<file path="config.mk">
export PLATFORM = sky130hd
export DESIGN_NAME = omv_divider
export DESIGN_NICKNAME = d
export VERILOG_FILES = /design/src/rtl/assert_macros.svh /design/src/rtl/omv_pkg.sv /design/src/rtl/omv_divider.sv
export SDC_FILE = /design/constraint.sdc
export NUM_CORES = 1
export LEC_CHECK = 0
export ABC_AREA = 1
export BUFFER_PORTS_ARGS = -buffer_cell sky130_fd_sc_hd__buf_2
export CAP_MARGIN = 25
export CORE_AREA = 3 3 106 108
export DETAILED_ROUTE_END_ITERATION = 8
export DIE_AREA = 0 0 109 111
export GPL_TIMING_DRIVEN = 0
export PLACE_DENSITY = 0.78
export SETUP_SLACK_MARGIN = 0.1
export SLEW_MARGIN = 20
export SYNTH_ARGS = -nofsm -noshare
export SYNTH_HDL_FRONTEND = slang
export SYNTH_SLANG_ARGS = --single-unit
</file>
<file path="constraint.sdc">
create_clock -name clk -period 1.65 [get_ports clk]
set_input_delay 0.0825 -clock clk [delete_from_list [all_inputs] [get_ports clk]]
set_output_delay 0.0825 -clock clk [all_outputs]
set_load 0.1 [all_outputs]
</file>
<file path="src/rtl/assert_macros.svh">
// Assertion helpers. The user scope must provide clk and rst_n.
`ifndef ASSERT_MACROS_SVH
`define ASSERT_MACROS_SVH

// Same-cycle implication, ignored while reset is active.
`define OMV_ASSERT_IMP(name, ante, cons, msg) \
    name: assert property (@(posedge clk) disable iff (!rst_n) (ante) |-> (cons)) \
        else $error(msg);

// Next-cycle implication, ignored while reset is active.
`define OMV_ASSERT_NXT(name, ante, cons, msg) \
    name: assert property (@(posedge clk) disable iff (!rst_n) (ante) |=> (cons)) \
        else $error(msg);

`endif

</file>
<file path="src/rtl/omv_pkg.sv">
package omv_pkg;

    // Fixed field widths of the stream payloads
    localparam int SAMPLE_IN_W  = 16;
    localparam int COUNT_OUT_W  = 16;
    localparam int MEAN_OUT_W   = 16;
    localparam int VAR_W        = 31;

    // Squared-deviation accumulator, unsigned Q18.30
    localparam int SUM_W        = 48;

    localparam int COUNT_BITS_DEF  = 16;
    localparam int SAMPLE_BITS_DEF = 16;

    localparam logic [VAR_W-1:0] VAR_MAX = {VAR_W{1'b1}};
    localparam logic [SUM_W-1:0] SUM_MAX = {SUM_W{1'b1}};

    // Status of the shared divider
    typedef struct packed {
        logic busy;
        logic done;
    } div_stat_t;

    // Clamp a wide quotient to the variance field
    function automatic logic [VAR_W-1:0] sat_var(input logic [SUM_W-1:0] q);
        logic [VAR_W-1:0] r;
        if (q > SUM_W'(VAR_MAX))
        begin
            r = VAR_MAX;
        end
        else
        begin
            r = q[VAR_W-1:0];
        end
        return r;
    endfunction

endpackage

</file>
<file path="src/rtl/omv_divider.sv">
// Restoring unsigned divider, one quotient bit per cycle.
module omv_divider
    import omv_pkg::*;
#(
    parameter int NUM_W = SUM_W,
    parameter int DEN_W = COUNT_BITS_DEF
) (
    input  logic             clk,
    input  logic             rst_n,
    input  logic             start,
    input  logic [NUM_W-1:0] num,
    input  logic [DEN_W-1:0] den,
    output logic [NUM_W-1:0] quot,
    output div_stat_t        stat
);

    localparam int CNT_W = $clog2(NUM_W + 1);
    localparam logic [CNT_W-1:0] LAST_STEP = CNT_W'(NUM_W - 1);

    logic [NUM_W-1:0] num_reg;
    logic [DEN_W-1:0] den_reg;
    logic [DEN_W-1:0] rem_reg;
    logic [CNT_W-1:0] cnt_reg;
    logic             busy_reg;
    logic             done_reg;

    logic [DEN_W:0]   shifted;
    logic [DEN_W:0]   diff;
    logic             fit;

    assign shifted = {rem_reg, num_reg[NUM_W-1]};
    assign diff    = shifted - {1'b0, den_reg};
    assign fit     = (shifted >= {1'b0, den_reg});

    always_ff @(posedge clk or negedge rst_n)
    begin
        if (!rst_n)
        begin
            num_reg  <= '0;
            den_reg  <= '0;
            rem_reg  <= '0;
            cnt_reg  <= '0;
            busy_reg <= 1'b0;
            done_reg <= 1'b0;
        end
        else if (start)
        begin
            num_reg  <= num;
            den_reg  <= den;
            rem_reg  <= '0;
            cnt_reg  <= '0;
            busy_reg <= 1'b1;
            done_reg <= 1'b0;
        end
        else if (busy_reg)
        begin
            // shift the quotient bit in where the dividend bit left
            num_reg <= {num_reg[NUM_W-2:0], fit};
            rem_reg <= fit ? diff[DEN_W-1:0] : shifted[DEN_W-1:0];
            cnt_reg <= cnt_reg + 1'b1;
            if (cnt_reg == LAST_STEP)
            begin
                busy_reg <= 1'b0;
                done_reg <= 1'b1;
            end
        end
        else
        begin
            done_reg <= 1'b0;
        end
    end

    assign quot      = num_reg;
    assign stat.busy = busy_reg;
    assign stat.done = done_reg;

endmodule

</file>
# [Word-level counts from Yosys, hierarchy flattened]
# Index checks and enable logic that the tools add are counted.
[word_totals] word_cells=25 out_inout_bits=50 regBits=88
[op_classes] addsub=2 order_cmp=1 n_eq_ne=2 n_reduce_logical=1 n_mux=13
[ops] op="48-bit two-way mux" count=2
[ops] op="16-bit two-way mux" count=3
[ops] op="17-bit by 16-bit greater-or-equal comparator with 1-bit output" count=1
[ops] op="16-bit subtractor" count=1
[ops] op="6-bit two-way mux" count=2
[ops] op="6-bit by 1-bit adder with 6-bit output (second input constant)" count=1
[ops] op="6-bit equality test (second input constant)" count=1
[ops] op="1-bit two-way mux" count=6
[ops] op="3-bit by 2-bit inequality test with 1-bit output (second input constant)" count=1
[ops] op="2-bit nonzero test" count=1

# [Logic depth before layout (Yosys ltp)]
# Gate-level depths: netlist of run 1.
[depth] depth_word=4 depth_mapped=14

# [Worst setup path after synthesis of run 1]
# Ideal clock, no wire load.
[synth_timing] path_type="register -> register" start="register num_reg[47] (netlist: quot[47])" end="register rem_reg[12]" setup_time_ps=118 n_path_buf=0 slack_ps=-839 stages_incl_launch_ff=12 required_ps=1532 synth_period_minus_slack_ps=2489 arrival_time_ps=2371 cell_sequence="dfrtp_1 > inv_1 > ha_1 > fa_1 > o21bai_1 > nand2_1 > nand3_1 > nand2_1 > nand2_1 > nand2_1 > nand3_1 > nand2_1"
[synth_between] elab_chain_len=4 elab_cells_between_ends=5
[synth_rtl] element="start: declaration" line_no="omv_divider.sv:20" source="logic [NUM_W-1:0] num_reg;"
[synth_rtl] element="start signal: assignment" line_no="omv_divider.sv:48" source="num_reg <= num;"
[synth_rtl] element="start signal: assignment" line_no="omv_divider.sv:58" source="num_reg <= {num_reg[NUM_W-2:0], fit};"
[synth_rtl] element="16-bit subtractor / 17-bit by 16-bit greater-or-equal comparator with 1-bit output (equally long branches)" line_no="omv_divider.sv:32, omv_divider.sv:33"
[synth_rtl] element="16-bit two-way mux *" line_no="omv_divider.sv:59" source="rem_reg <= fit ? diff[DEN_W-1:0] : shifted[DEN_W-1:0];"
[synth_rtl] element="16-bit two-way mux *" line_no="omv_divider.sv:55" source="else if (busy_reg)"
[synth_rtl] element="16-bit two-way mux *" line_no="omv_divider.sv:46" source="else if (start)"
[synth_rtl] element="end signal: assignment" line_no="omv_divider.sv:59"
[synth_rtl] element="end: declaration" line_no="omv_divider.sv:22" source="logic [DEN_W-1:0] rem_reg;"
# Every way passes the cells marked *; elsewhere a longest branch is shown, timed or not. The select of a mux whose other input is x is not followed.
# A chain may end at the register's enable or synchronous reset.

# [Worst setup path after layout of run 1]
[layout_timing] start="register rem_reg[12]" end="register rem_reg[2]"
[layout_between] elab_chain_len=4
[layout_rtl] element="17-bit by 16-bit greater-or-equal comparator with 1-bit output" line_no="omv_divider.sv:33" source="assign fit = (shifted >= {1'b0, den_reg});"
[layout_rtl] element="16-bit two-way mux" line_no="omv_divider.sv:59"
[layout_rtl] element="16-bit two-way mux" line_no="omv_divider.sv:55"
[layout_rtl] element="16-bit two-way mux" line_no="omv_divider.sv:46"
# No other way between the ends. The select of a mux whose other input is x is not followed.

==> results by group, run 1 <==
Worst setup path
  • Cell mode on critical path: nand2_4
  • RR Startpoint: rem_reg[12]
  • CP max stage cell: dfrtp_1
  • Crit-path max FO: 5
  • Critical path's largest stage delay: 0.44 ns
  • R2R Path End: rem_reg[2]
  • Required time of the critical path: between 1.5 and 2 ns
  • WP buf/inv: 3
  • Critical path class: register to register
  • R2r setup slk: -0.27 ns
  • Startpoint Class: register
  • Chain of cells forming the critical path: ha_4 -> inv_1 -> nor4_4 -> nand2_4 -> nand2_4 -> buf_12 -> buf_16 -> nand2_4 -> nand3_2 -> nand2_1
  • Reg2Reg Depth: 10
  • Arr. time, crit path: 2.18 ns
  • Top delay family on crit path: simple AND/OR/NAND/NOR gates
  • Setup crit end kind: register

Pwr
  • Clock network power share: 14.1%
  • Logic pwr share: 59.3%
  • Final total power: 10.3 mW
  • Pwr/cell area: 1390 nW/um^2
  • Sequential share of power: 26.5%
  • Sw Ratio: 46.2%
  • Int Pwr: 5.53 mW
  • Peak VDD IR: 640 uV
  • Switching power: ~4.7 mW
  • LEAKAGE: ~3.8 nW

Routing
  • Drt total wl: 17200 um
  • DRC Markers: 0
  • 1st-pass router iterations: 6
  • Drt wl/cell: 16.9 um
  • Initial DRC count: 338
  • Vias/cell: ~5.4
  • Via count: 5484
  • Final ANT Viol Nets: 0

Logic synthesis
  • Post-synth EDFFs: 0
  • Sequential share of the synthesized area: 43.5%
  • Count leader, synth: nand2_1
  • Most area-hungry cell type in the Yosys netlist: dfrtp_1
  • Syn nets: 738
  • Commonest cells post-synth: nand2_1 (235), inv_1 (93), dfrtp_1 (88)
  • Post-synthesis sequential element count: 88
  • Post-Syn Area: 5060 um^2
  • Async SR Flop Fraction: 100%
  • Syn Area/Cell: a little under 8 um^2
  • Synth Flop Type: dfrtp_1
  • Synth area leaders: dfrtp_1 (43%), nand2_1 (17%), inv_1 (6.9%), ha_1 (4.2%), o221ai_1 (3.5%)
  • Syn Inst Count: 653
  • Yosys cell types: 33
  • Yosys top cell area share: 43.5%
  • Yosys warning count: 0

Placement
  • HPWL after DPL: 11100 um
  • Placed cells: 905
  • DP Area: approximately 6000 um^2
  • Port bufs: 115
  • GP Congestion: 0.916

Timing
  • Rel. slew slack: 47.8%
  • Final setup viols: 17
  • Worst-Margin Slew: 0.784 ns
  • Clock Skews: 0.00791 ns
  • Final Hold Vio Count: 0
  • Tmin final: 1.92 ns
  • Final TNS setup: -3.82 ns
  • Tcrit/Tclk final: 116%
  • Crit path setup slack, layout: -0.270 ns
  • Slew Viols, Final: 0
  • RSZ-0062 raised after global routing: yes
  • Max Freq: 0.521 GHz

Global route
  • GRT Total Usage: 28.9%
  • Largest net degree at the start of global routing: 55
  • First-pass GRT wire length: between 20000 and 30000 um
  • Initial antenna violation count: 0
  • Vias in the first global route: approximately 5700
  • GRT overflow: 0

Clock network
  • Root Driver: clkbuf_8
  • Clk_lat worst skew: 0.36 ns
  • TritonCTS Sinks: 88
  • Inserted Clock Buffers: 9
  • CTS clk-pin slew, worst paths: 0.10 ns
  • Clk buf depth: 2
  • H-tree depth: 3
  • CTS tree: yes

Min path
  • Hold Crit Class: input port to register
  • Hold Path Stages: 3
  • Min-Delay Startpoint: num[1]
  • End of the worst hold path: quot[1]

Cells and area
  • Max FFs per register: between 40 and 50
  • Layout area overhead: 45.5%
  • Fin nets: 962
  • # diodes: 0
  • Fin util: about 71%
  • Layout cell share with drive strength beyond 1: 31.7%
  • Post-Layout Cell Count: 1018
  • Design area: 7370 um^2

Floorplanning
  • Core Rows: 37
  • I/O pin count: 117
  • Core Area: between 10000 and 15000 um^2
  • Die width: 109 um
  • Initial Utilization: 49.1%
  • Die area: around 12000 um^2
  • Die H: roughly 110 um

Outcome
  • Status: finished with violations
  • Failing checks: negative setup slack

Flow run
  • Max-cap violations: 0
## worst register-to-register path, cell delays in order (launching register included)
cell,delay [ns]
dfrtp_1,0.44
ha_4,0.32
inv_1,0.11
nor4_4,0.33
nand2_4,0.12
nand2_4,0.12
buf_12,0.11
buf_16,0.13
nand2_4,0.05
nand3_2,0.06
nand2_1,0.05
## cell usage in the layout (no fill, tap or decap), drive strengths merged, types with 2 or more instances in the layout
master,netlist,final
nand2,253,253
buf,9,157
inv,98,100
dfrtp,88,88
dlygate4sd3,0,64
nand3,43,43
clkbuf,18,29
nor2,23,23
o21ai,20,20
o221ai,20,20
o211ai,19,19
ha,17,17
nand3b,13,13
a21oi,9,9
nor3,5,5
nand4,5,5
xnor2,4,4
clkinvlp,0,4
xor2,2,2
## stage by stage
| step | hold slack, ns | setup WS (ns) |
|---|---|---|
| after global routing | 0.00776 | -0.367 |
| final | 0.0209 | -0.270 |
| after detailed placement | 0.0724 | -0.294 |
| after floorplan | -0.213 | -0.214 |
| after global placement | 0.290 | -0.576 |
| after CTS | 0.00896 | -0.242 |
## kinds of logic after synthesis
family                     after synthesis  synth area share (%)
AOI/OAI and AO/OA                       71                  9.61
xor gates and xnor gates                 6                  1.04
adders and majority gates               18                  4.59
buffers and inverters                  125                  9.96
DFF                                     88                  43.5
and+or+nand+nor                        345                  31.3
## repair_timing
item	4_1_cts	5_1_grt
hold endpoints to repair	97	0
pin swaps	3	16
endpoints found under the setup margin	47	65
cloned	1	1
resized for setup	39	37
hold buffers	64	0
buffers inserted	27	6
## power by group through the flow
| stage | registers (mW) | clock network, mW | logic (mW) |
|---|---|---|---|
| after floorplan | 3.56 | 0 | 2.85 |
| after global placement | 2.75 | 0 | 4.56 |
| after detailed placement | 2.76 | 0 | 4.63 |
| after CTS | 2.71 | 1.48 | 5.57 |
| after global routing | 2.76 | 1.56 | 6.56 |
| final | 2.73 | 1.45 | 6.10 |
## final cells by class
class                           count  area [um^2]
Buffer                             26          151
Clock buffer                       10          138
Clock inverter                      6         50.0
Fill cell                         746         2950
Inverter                           98          373
Multi-Input combinational cell    440         2710
Sequential cell                    88         2210
Tap cell                          136          170
Timing Repair Buffer              214         1570
## how the worst max path moves through the flow
stage / slack, ns / to / depth (start not counted) / from
floorplan: -0.21 / rem_reg[12] / 11 / quot[47]
global placement: -0.58 / quot[47] / 1 / rst_n
detailed placement: -0.29 / rem_reg[7] / 13 / rem_reg[13]
CTS: -0.24 / rem_reg[7] / 14 / rem_reg[10]
global route: -0.37 / rem_reg[2] / 14 / rem_reg[3]
finish: -0.27 / rem_reg[2] / 10 / rem_reg[12]
## metal layers
layer | track usage (%) | vias to the layer above | routed length [um]
li1 | - | 2521 | -
met1 | 33.7 | 2581 | 6550
met2 | 48.1 | 323 | 8420
met3 | 8.04 | 59 | 1590
met4 | 14.6 | 0 | 669
met5 | 0 | - | 0
(Power assumes the default switching activity.)
==> inputs of run 2 (changes only) <==
--- a/config.mk
+++ b/config.mk
@@ -8,11 +8,12 @@
 export ABC_AREA = 1
 export BUFFER_PORTS_ARGS = -buffer_cell sky130_fd_sc_hd__buf_2
 export CAP_MARGIN = 25
-export CORE_AREA = 3 3 106 108
+export CORE_AREA = 3 3 105 107
 export DETAILED_ROUTE_END_ITERATION = 8
-export DIE_AREA = 0 0 109 111
+export DIE_AREA = 0 0 108 110
 export GPL_TIMING_DRIVEN = 0
-export PLACE_DENSITY = 0.78
+export PLACE_DENSITY = 0.77
+export REMOVE_ABC_BUFFERS = 1
 export SETUP_SLACK_MARGIN = 0.1
 export SLEW_MARGIN = 20
 export SYNTH_ARGS = -nofsm -noshare
==> constraint.sdc (replaced) <==
create_clock -name clk -period 2.5 [get_ports clk]
set_input_delay 0.125 -clock clk [delete_from_list [all_inputs] [get_ports clk]]
set_output_delay 0.125 -clock clk [all_outputs]
set_load 0.1 [all_outputs]
==> results by group, run 2 (same netlist as run 1, synthesis figures left out) <==
Clock network
  • Clk_lat worst skew: 0.37 ns (about the same)
  • TritonCTS Sinks: 88 (unchanged)
  • Clk buf depth: 2 (unchanged)
  • H-tree depth: 3 (unchanged)
  • Root Driver: clkbuf_8
  • Inserted Clock Buffers: 9 (unchanged)
  • CTS tree: yes
  • CTS clk-pin slew, worst paths: 0.10 ns (about the same)

Floorplanning
  • Die width: 108 um (-0.92%)
  • Initial Utilization: 49.5% (+0.44 points)
  • Core Rows: 37 (unchanged)
  • Die area: 11900 um^2 (-1.8%)
  • Die H: 110 um (-0.90%)
  • I/O pin count: 117 (unchanged)
  • Core Area: 10200 um^2 (-0.90%)

Global route
  • GRT overflow: 0 (unchanged)
  • Largest net degree at the start of global routing: 83 (+51%)
  • Initial antenna violation count: 0 (unchanged)
  • Vias in the first global route: 5130 (-10%)
  • First-pass GRT wire length: 24000 um (-13%)
  • GRT Total Usage: 25.5% (-3.4 points)

Cells and area
  • Design area: 6600 um^2 (-10%)
  • Layout cell share with drive strength beyond 1: 22.0% (-9.7 points)
  • Commonest non-fill, non-tap cell in the layout: nand2_1
  • Max FFs per register: 48 (unchanged)
  • Fin nets: 902 (-6.2%)
  • Fin util: 64.5% (-6.9 points)
  • Commonest cells after routing, fill and taps aside: nand2_1 (235), buf_2 (114), inv_1 (93)
  • Layout area overhead: 30.3%
  • # diodes: 0 (unchanged)

Timing
  • Final Hold Vio Count: 0 (unchanged)
  • Crit path setup slack, layout: 0.279 ns (+0.550 ns)
  • Tcrit/Tclk final: 88.8% (-28 points)
  • Clock Skews: 0.0120 ns (+0.00404 ns)
  • Rel. slew slack: 32.8% (-15 points)
  • RSZ-0062 raised after global routing: no
  • Slew Viols, Final: 0 (unchanged)
  • Tmin final: 2.22 ns (+0.300 ns)
  • Max Freq: 0.450 GHz (-14%)
  • Final setup viols: 0 (-17)
  • Final TNS setup: 0 ns (+3.82 ns)
  • Worst-Margin Slew: 1.01 ns (+0.223 ns)

Pwr
  • Peak VDD IR: 529 uV (-17%)
  • Sw Ratio: 46.5% (+0.35 points)
  • Logic pwr share: 50.5% (-8.8 points)
  • Switching power: 2.70 mW (-43%)
  • Clock network power share: 19.0% (+4.9 points)
  • LEAKAGE: 3.50 nW (-8.0%)
  • Int Pwr: 3.11 mW (-44%)
  • Sequential share of power: 30.5% (+4.0 points)
  • Pwr/cell area: 880 nW/um^2 (-37%)

Routing
  • Top sig layer: met4
  • Routed met3 length: 1120 um (-30%)
  • Final ANT Viol Nets: 0 (unchanged)
  • 1st-pass router iterations: 5 (-1)
  • Routed wl met2: 7050 um (-16%)
  • Wl on met1: 5760 um (-12%)
  • Vias/cell: 5.21 (-3.4%)
  • Initial DRC count: 287 (-15%)
  • Drt wl/cell: 15.0 um (-11%)
  • DRC Markers: 0 (unchanged)
  • Via count: 4987 (-9.1%)
  • Drt total wl: 14400 um (-16%)

Placement
  • Port bufs: 116 (+0.87%)
  • DP Area: 5760 um^2 (-4.5%)
  • Place WS: 0.120 ns (+0.414 ns)
  • GP Congestion: 0.952 (+4.0%)
  • HPWL after DPL: 9160 um (-17%)

Worst setup path
  • Critical path class: register to register
  • R2r setup slk: 0.28 ns (+0.55 ns)
  • Crit-path max FO: 30 (+25)
  • Startpoint Class: register
  • Cell mode on critical path: inv_1
  • CP max stage cell: inv_1
  • Arr. time, crit path: 2.41 ns (+0.23 ns)
  • Chain of cells forming the critical path: inv_1 -> nor2_4 -> buf_12 -> inv_1 -> o221ai_1
  • Setup crit end kind: register
  • Top delay family on crit path: buffers and inverters
  • Required time of the critical path: 2.69 ns (+0.78 ns)
  • Critical path's largest stage delay: 0.74 ns (+0.30 ns)
  • WP buf/inv: 3 (unchanged)

Outcome
  • Status: finished clean

Flow run
  • Max-cap violations: 0 (unchanged)

Min path
  • Hold Crit Class: input port to register
run 2: power by group through the flow:
stage / logic, mW / registers (mW) / clock network, mW
2_1_floorplan: 1.65 / 2.32 / 0
3_3_place_gp: 2.71 / 1.78 / 0
3_5_place_dp: 2.78 / 1.79 / 0
4_1_cts: 2.86 / 1.76 / 1.12
5_1_grt: 3.24 / 1.79 / 1.17
6_report: 2.93 / 1.77 / 1.10
run 2: final cells by class:
class                   count  area, um^2
flip-flops and latches     88        2200
multi-input cells         440        2380
fillers                   801        3630
clock buffers              12         165
inverters                  98         368
clock inverters             4        57.6
repair buffers            180        1260
well taps                 136         170
run 2: through the flow:
step	total power, mW	hold WS [ns]	instances
2_1_floorplan	3.97	-0.171	626
3_3_place_gp	4.49	0.332	878
3_5_place_dp	4.57	0.124	881
4_1_cts	5.75	0.00272	956
5_1_grt	6.21	0.00907	958
6_report	5.81	0.0165	958
run 2: timing repair:
item / in CTS / in global routing
buffers inserted: 0 / 2
hold buffers: 59 / 0
setup endpoints to repair: 2 / 7
resized for setup: 0 / 1
endpoints found under the hold margin: 93 / 0
pin swaps: 1 / 1
run 2: worst register-to-register path: stages, from the launching register on:
cell      delay [ns]
dfrtp_1         0.46
inv_1           0.19
nor2_4          0.12
buf_12          0.24
inv_1           0.75
o221ai_1        0.28
run 2: path summary, 6_finish.rpt:
| check | start | endpoint | depth (start not counted) |
|---|---|---|---|
| max in group asynchronous | rst_n | quot[17] | 3 |
| min | num[32] | quot[32] | 3 |
| max | busy_reg | quot[28] | 5 |
| min reg2reg | cnt_reg[3] | cnt_reg[3] | 1 |
| min in group asynchronous | rst_n | den_reg[7] | 2 |
| max reg2reg | busy_reg | quot[28] | 5 |
run 2: routing by layer:
layer	GRT usage, %	up-vias
met5	0	-
met4	12.3	0
met3	6.17	40
met2	43.8	222
met1	30.3	2324
li1	-	2401
==> inputs of run 3 (changes only) <==
--- a/config.mk
+++ b/config.mk
@@ -13,6 +13,7 @@
 export DIE_AREA = 0 0 108 110
 export GPL_TIMING_DRIVEN = 0
 export PLACE_DENSITY = 0.77
+export RECOVER_POWER = 100
 export REMOVE_ABC_BUFFERS = 1
 export SETUP_SLACK_MARGIN = 0.1
 export SLEW_MARGIN = 20
==> results by group, run 3 (same netlist as run 1, synthesis figures left out) <==
Global route
  • Vias in the first global route: 5130 (unchanged)
  • Initial antenna violation count: 0 (unchanged)
  • Largest net degree at the start of global routing: 83 (unchanged)
  • First-pass GRT wire length: 24000 um (unchanged)
  • GRT overflow: 0 (unchanged)
  • GRT Total Usage: 25.5% (unchanged)

Routing
  • Drt total wl: 14300 um (-0.62%)
  • Via count: 4984 (-0.060%)
  • Drt wl/cell: 14.9 um (-0.62%)
  • Vias/cell: 5.20 (about the same)
  • DRC Markers: 0 (unchanged)
  • 1st-pass router iterations: 5 (unchanged)
  • Initial DRC count: 296 (+3.1%)
  • Final ANT Viol Nets: 0 (unchanged)

Cells and area
  • Max FFs per register: 48 (unchanged)
  • Fin util: 63.6% (-0.93 points)
  • Post-Layout Cell Count: 958 (unchanged)
  • # diodes: 0 (unchanged)
  • Commonest non-fill, non-tap cell in the layout: nand2_1
  • Commonest cells after routing, fill and taps aside: nand2_1 (241), inv_1 (93), dfrtp_1 (88)
  • Fin nets: 902 (unchanged)
  • Layout area overhead: 28.5%
  • Layout cell share with drive strength beyond 1: 14.8% (-7.2 points)

Placement
  • Placed cells: 881 (unchanged)
  • GP Congestion: 0.952 (unchanged)
  • Port bufs: 116 (unchanged)
  • HPWL after DPL: 9160 um (unchanged)

Timing
  • Slew Viols, Final: 0 (unchanged)
  • Final Hold Vio Count: 0 (unchanged)
  • Max Freq: 0.447 GHz (-0.65%)
  • Rel. slew slack: 17.2% (-16 points)
  • Clock Skews: 0.0105 ns (-0.00147 ns)
  • Final TNS setup: 0 ns (unchanged)
  • RSZ-0062 raised after global routing: no
  • Tcrit/Tclk final: 89.4% (+0.58 points)
  • Worst-Margin Slew: 1.25 ns (+0.241 ns)
  • Tmin final: 2.24 ns (+0.0145 ns)
  • Final setup viols: 0 (unchanged)

Pwr
  • Pwr/cell area: 881 nW/um^2 (+0.14%)
  • LEAKAGE: 3.34 nW (-4.6%)
  • Peak VDD IR: 522 uV (-1.3%)

Worst setup path
  • Crit-path max FO: 17 (-43%)
  • Startpoint Class: register
  • RR Startpoint: rem_reg[7]
  • Setup crit end kind: register
  • Required time of the critical path: 2.80 ns (+0.11 ns)
  • Reg2Reg Depth: 11 (+6)
  • R2R Path End: rem_reg[15]
  • R2r setup slk: 0.26 ns (about the same)
  • Critical path class: register to register
  • Arr. time, crit path: 2.54 ns (+0.13 ns)

Floorplanning
  • I/O pin count: 117 (unchanged)
  • Core Rows: 37 (unchanged)
  • Initial Utilization: 49.5% (unchanged)
  • Die H: 110 um (unchanged)
  • Die width: 108 um (unchanged)
  • Die area: 11900 um^2 (unchanged)
  • Core Area: 10200 um^2 (unchanged)

Clock network
  • H-tree depth: 3 (unchanged)
  • CTS clk-pin slew, worst paths: 0.09 ns (about the same)
  • Clk_lat worst skew: 0.37 ns (about the same)
  • Clk buf depth: 2 (unchanged)
  • TritonCTS Sinks: 88 (unchanged)
  • Inserted Clock Buffers: 9 (unchanged)
  • Root Driver: clkbuf_8
  • CTS tree: yes

Outcome
  • Status: finished clean

Flow run
  • Max-cap violations: 0 (unchanged)

Min path
  • Hold Crit Class: input port to register
  • Hold Path Stages: 3 (unchanged)
  • End of the worst hold path: quot[32]
  • Min-Delay Startpoint: num[32]
## run 3: cell types whose count changed in the layout (fill, tap and decap cells not counted), moves of 2 or more
cell      before  now
nand2_1      235  241
clkbuf_1       0   50
nor2_1        15   17
buf_2        114   64
nand2_2       16   10
## run 3: metal layers
| metal | vias up | share of wire (%) | track usage, % |
|---|---|---|---|
| met1 | 2338 | 40 | 30.3 |
| met2 | 207 | 49 | 43.8 |
| met3 | 38 | 7.5 | 6.17 |
| met4 | 0 | 3.0 | 12.3 |
| li1 | 2401 | - | - |
| met5 | - | 0 | 0 |
## run 3: repair_timing
item / CTS / global route
resized for setup: 0 / 1
endpoints found under the hold margin: 93 / 0
setup buffers: 0 / 2
endpoints found under the setup margin: 2 / 7
hold buffers: 59 / 0
pin swaps: 1 / 1
## run 3: power breakdown
group | switching (mW) | total [mW] | internal (mW)
clock | 0.546 | 1.10 | 0.555
sequential | 0.147 | 1.77 | 1.63
combinational | 1.98 | 2.86 | 0.884
## run 3: worst max-delay path by stage
stage,to,startpoint,cells past startpoint,slack (ns)
6_report,rem_reg[15],rem_reg[7],11,0.26
5_1_grt,rem_reg[13],rem_reg[7],11,0.09
4_1_cts,rem_reg[13],rem_reg[13],13,0.11
3_5_place_dp,quot[13],start,5,0.12
3_3_place_gp,quot[7],start,4,-2.65
2_1_floorplan,quot[15],busy_reg,4,-1.42
## run 3: worst max-delay path, cell delays in order (launching register included)
cell,delay (ns)
dfrtp_1,0.41
ha_1,0.37
nand2_1,0.13
nor2_1,0.23
nand3_1,0.14
nand3_1,0.18
nand2_4,0.19
nand2_8,0.20
nand2_1,0.13
nand2_1,0.09
nand2_1,0.05
nand2_1,0.05
## run 3: per-stage QoR
stage / hold slack (ns) / setup WS, ns / power, mW / cell area (um^2)
after floorplan: -0.171 / -1.42 / 3.97 / 4930
after global placement: 0.332 / -2.65 / 4.49 / 5680
after detailed placement: 0.124 / 0.120 / 4.57 / 5760
after CTS: 0.00272 / 0.115 / 5.75 / 6580
after global routing: 0.00907 / 0.0901 / 6.14 / 6510
final: 0.0163 / 0.265 / 5.73 / 6510
## run 3: layout make-up
cell class	instances	area (um^2)
Clock buffer	12	165
Inverter	98	368
Sequential cell	88	2200
Timing Repair Buffer	180	1190
Fill cell	841	3720
Multi-Input combinational cell	440	2350
Clock inverter	4	57.6
Tap cell	136	170
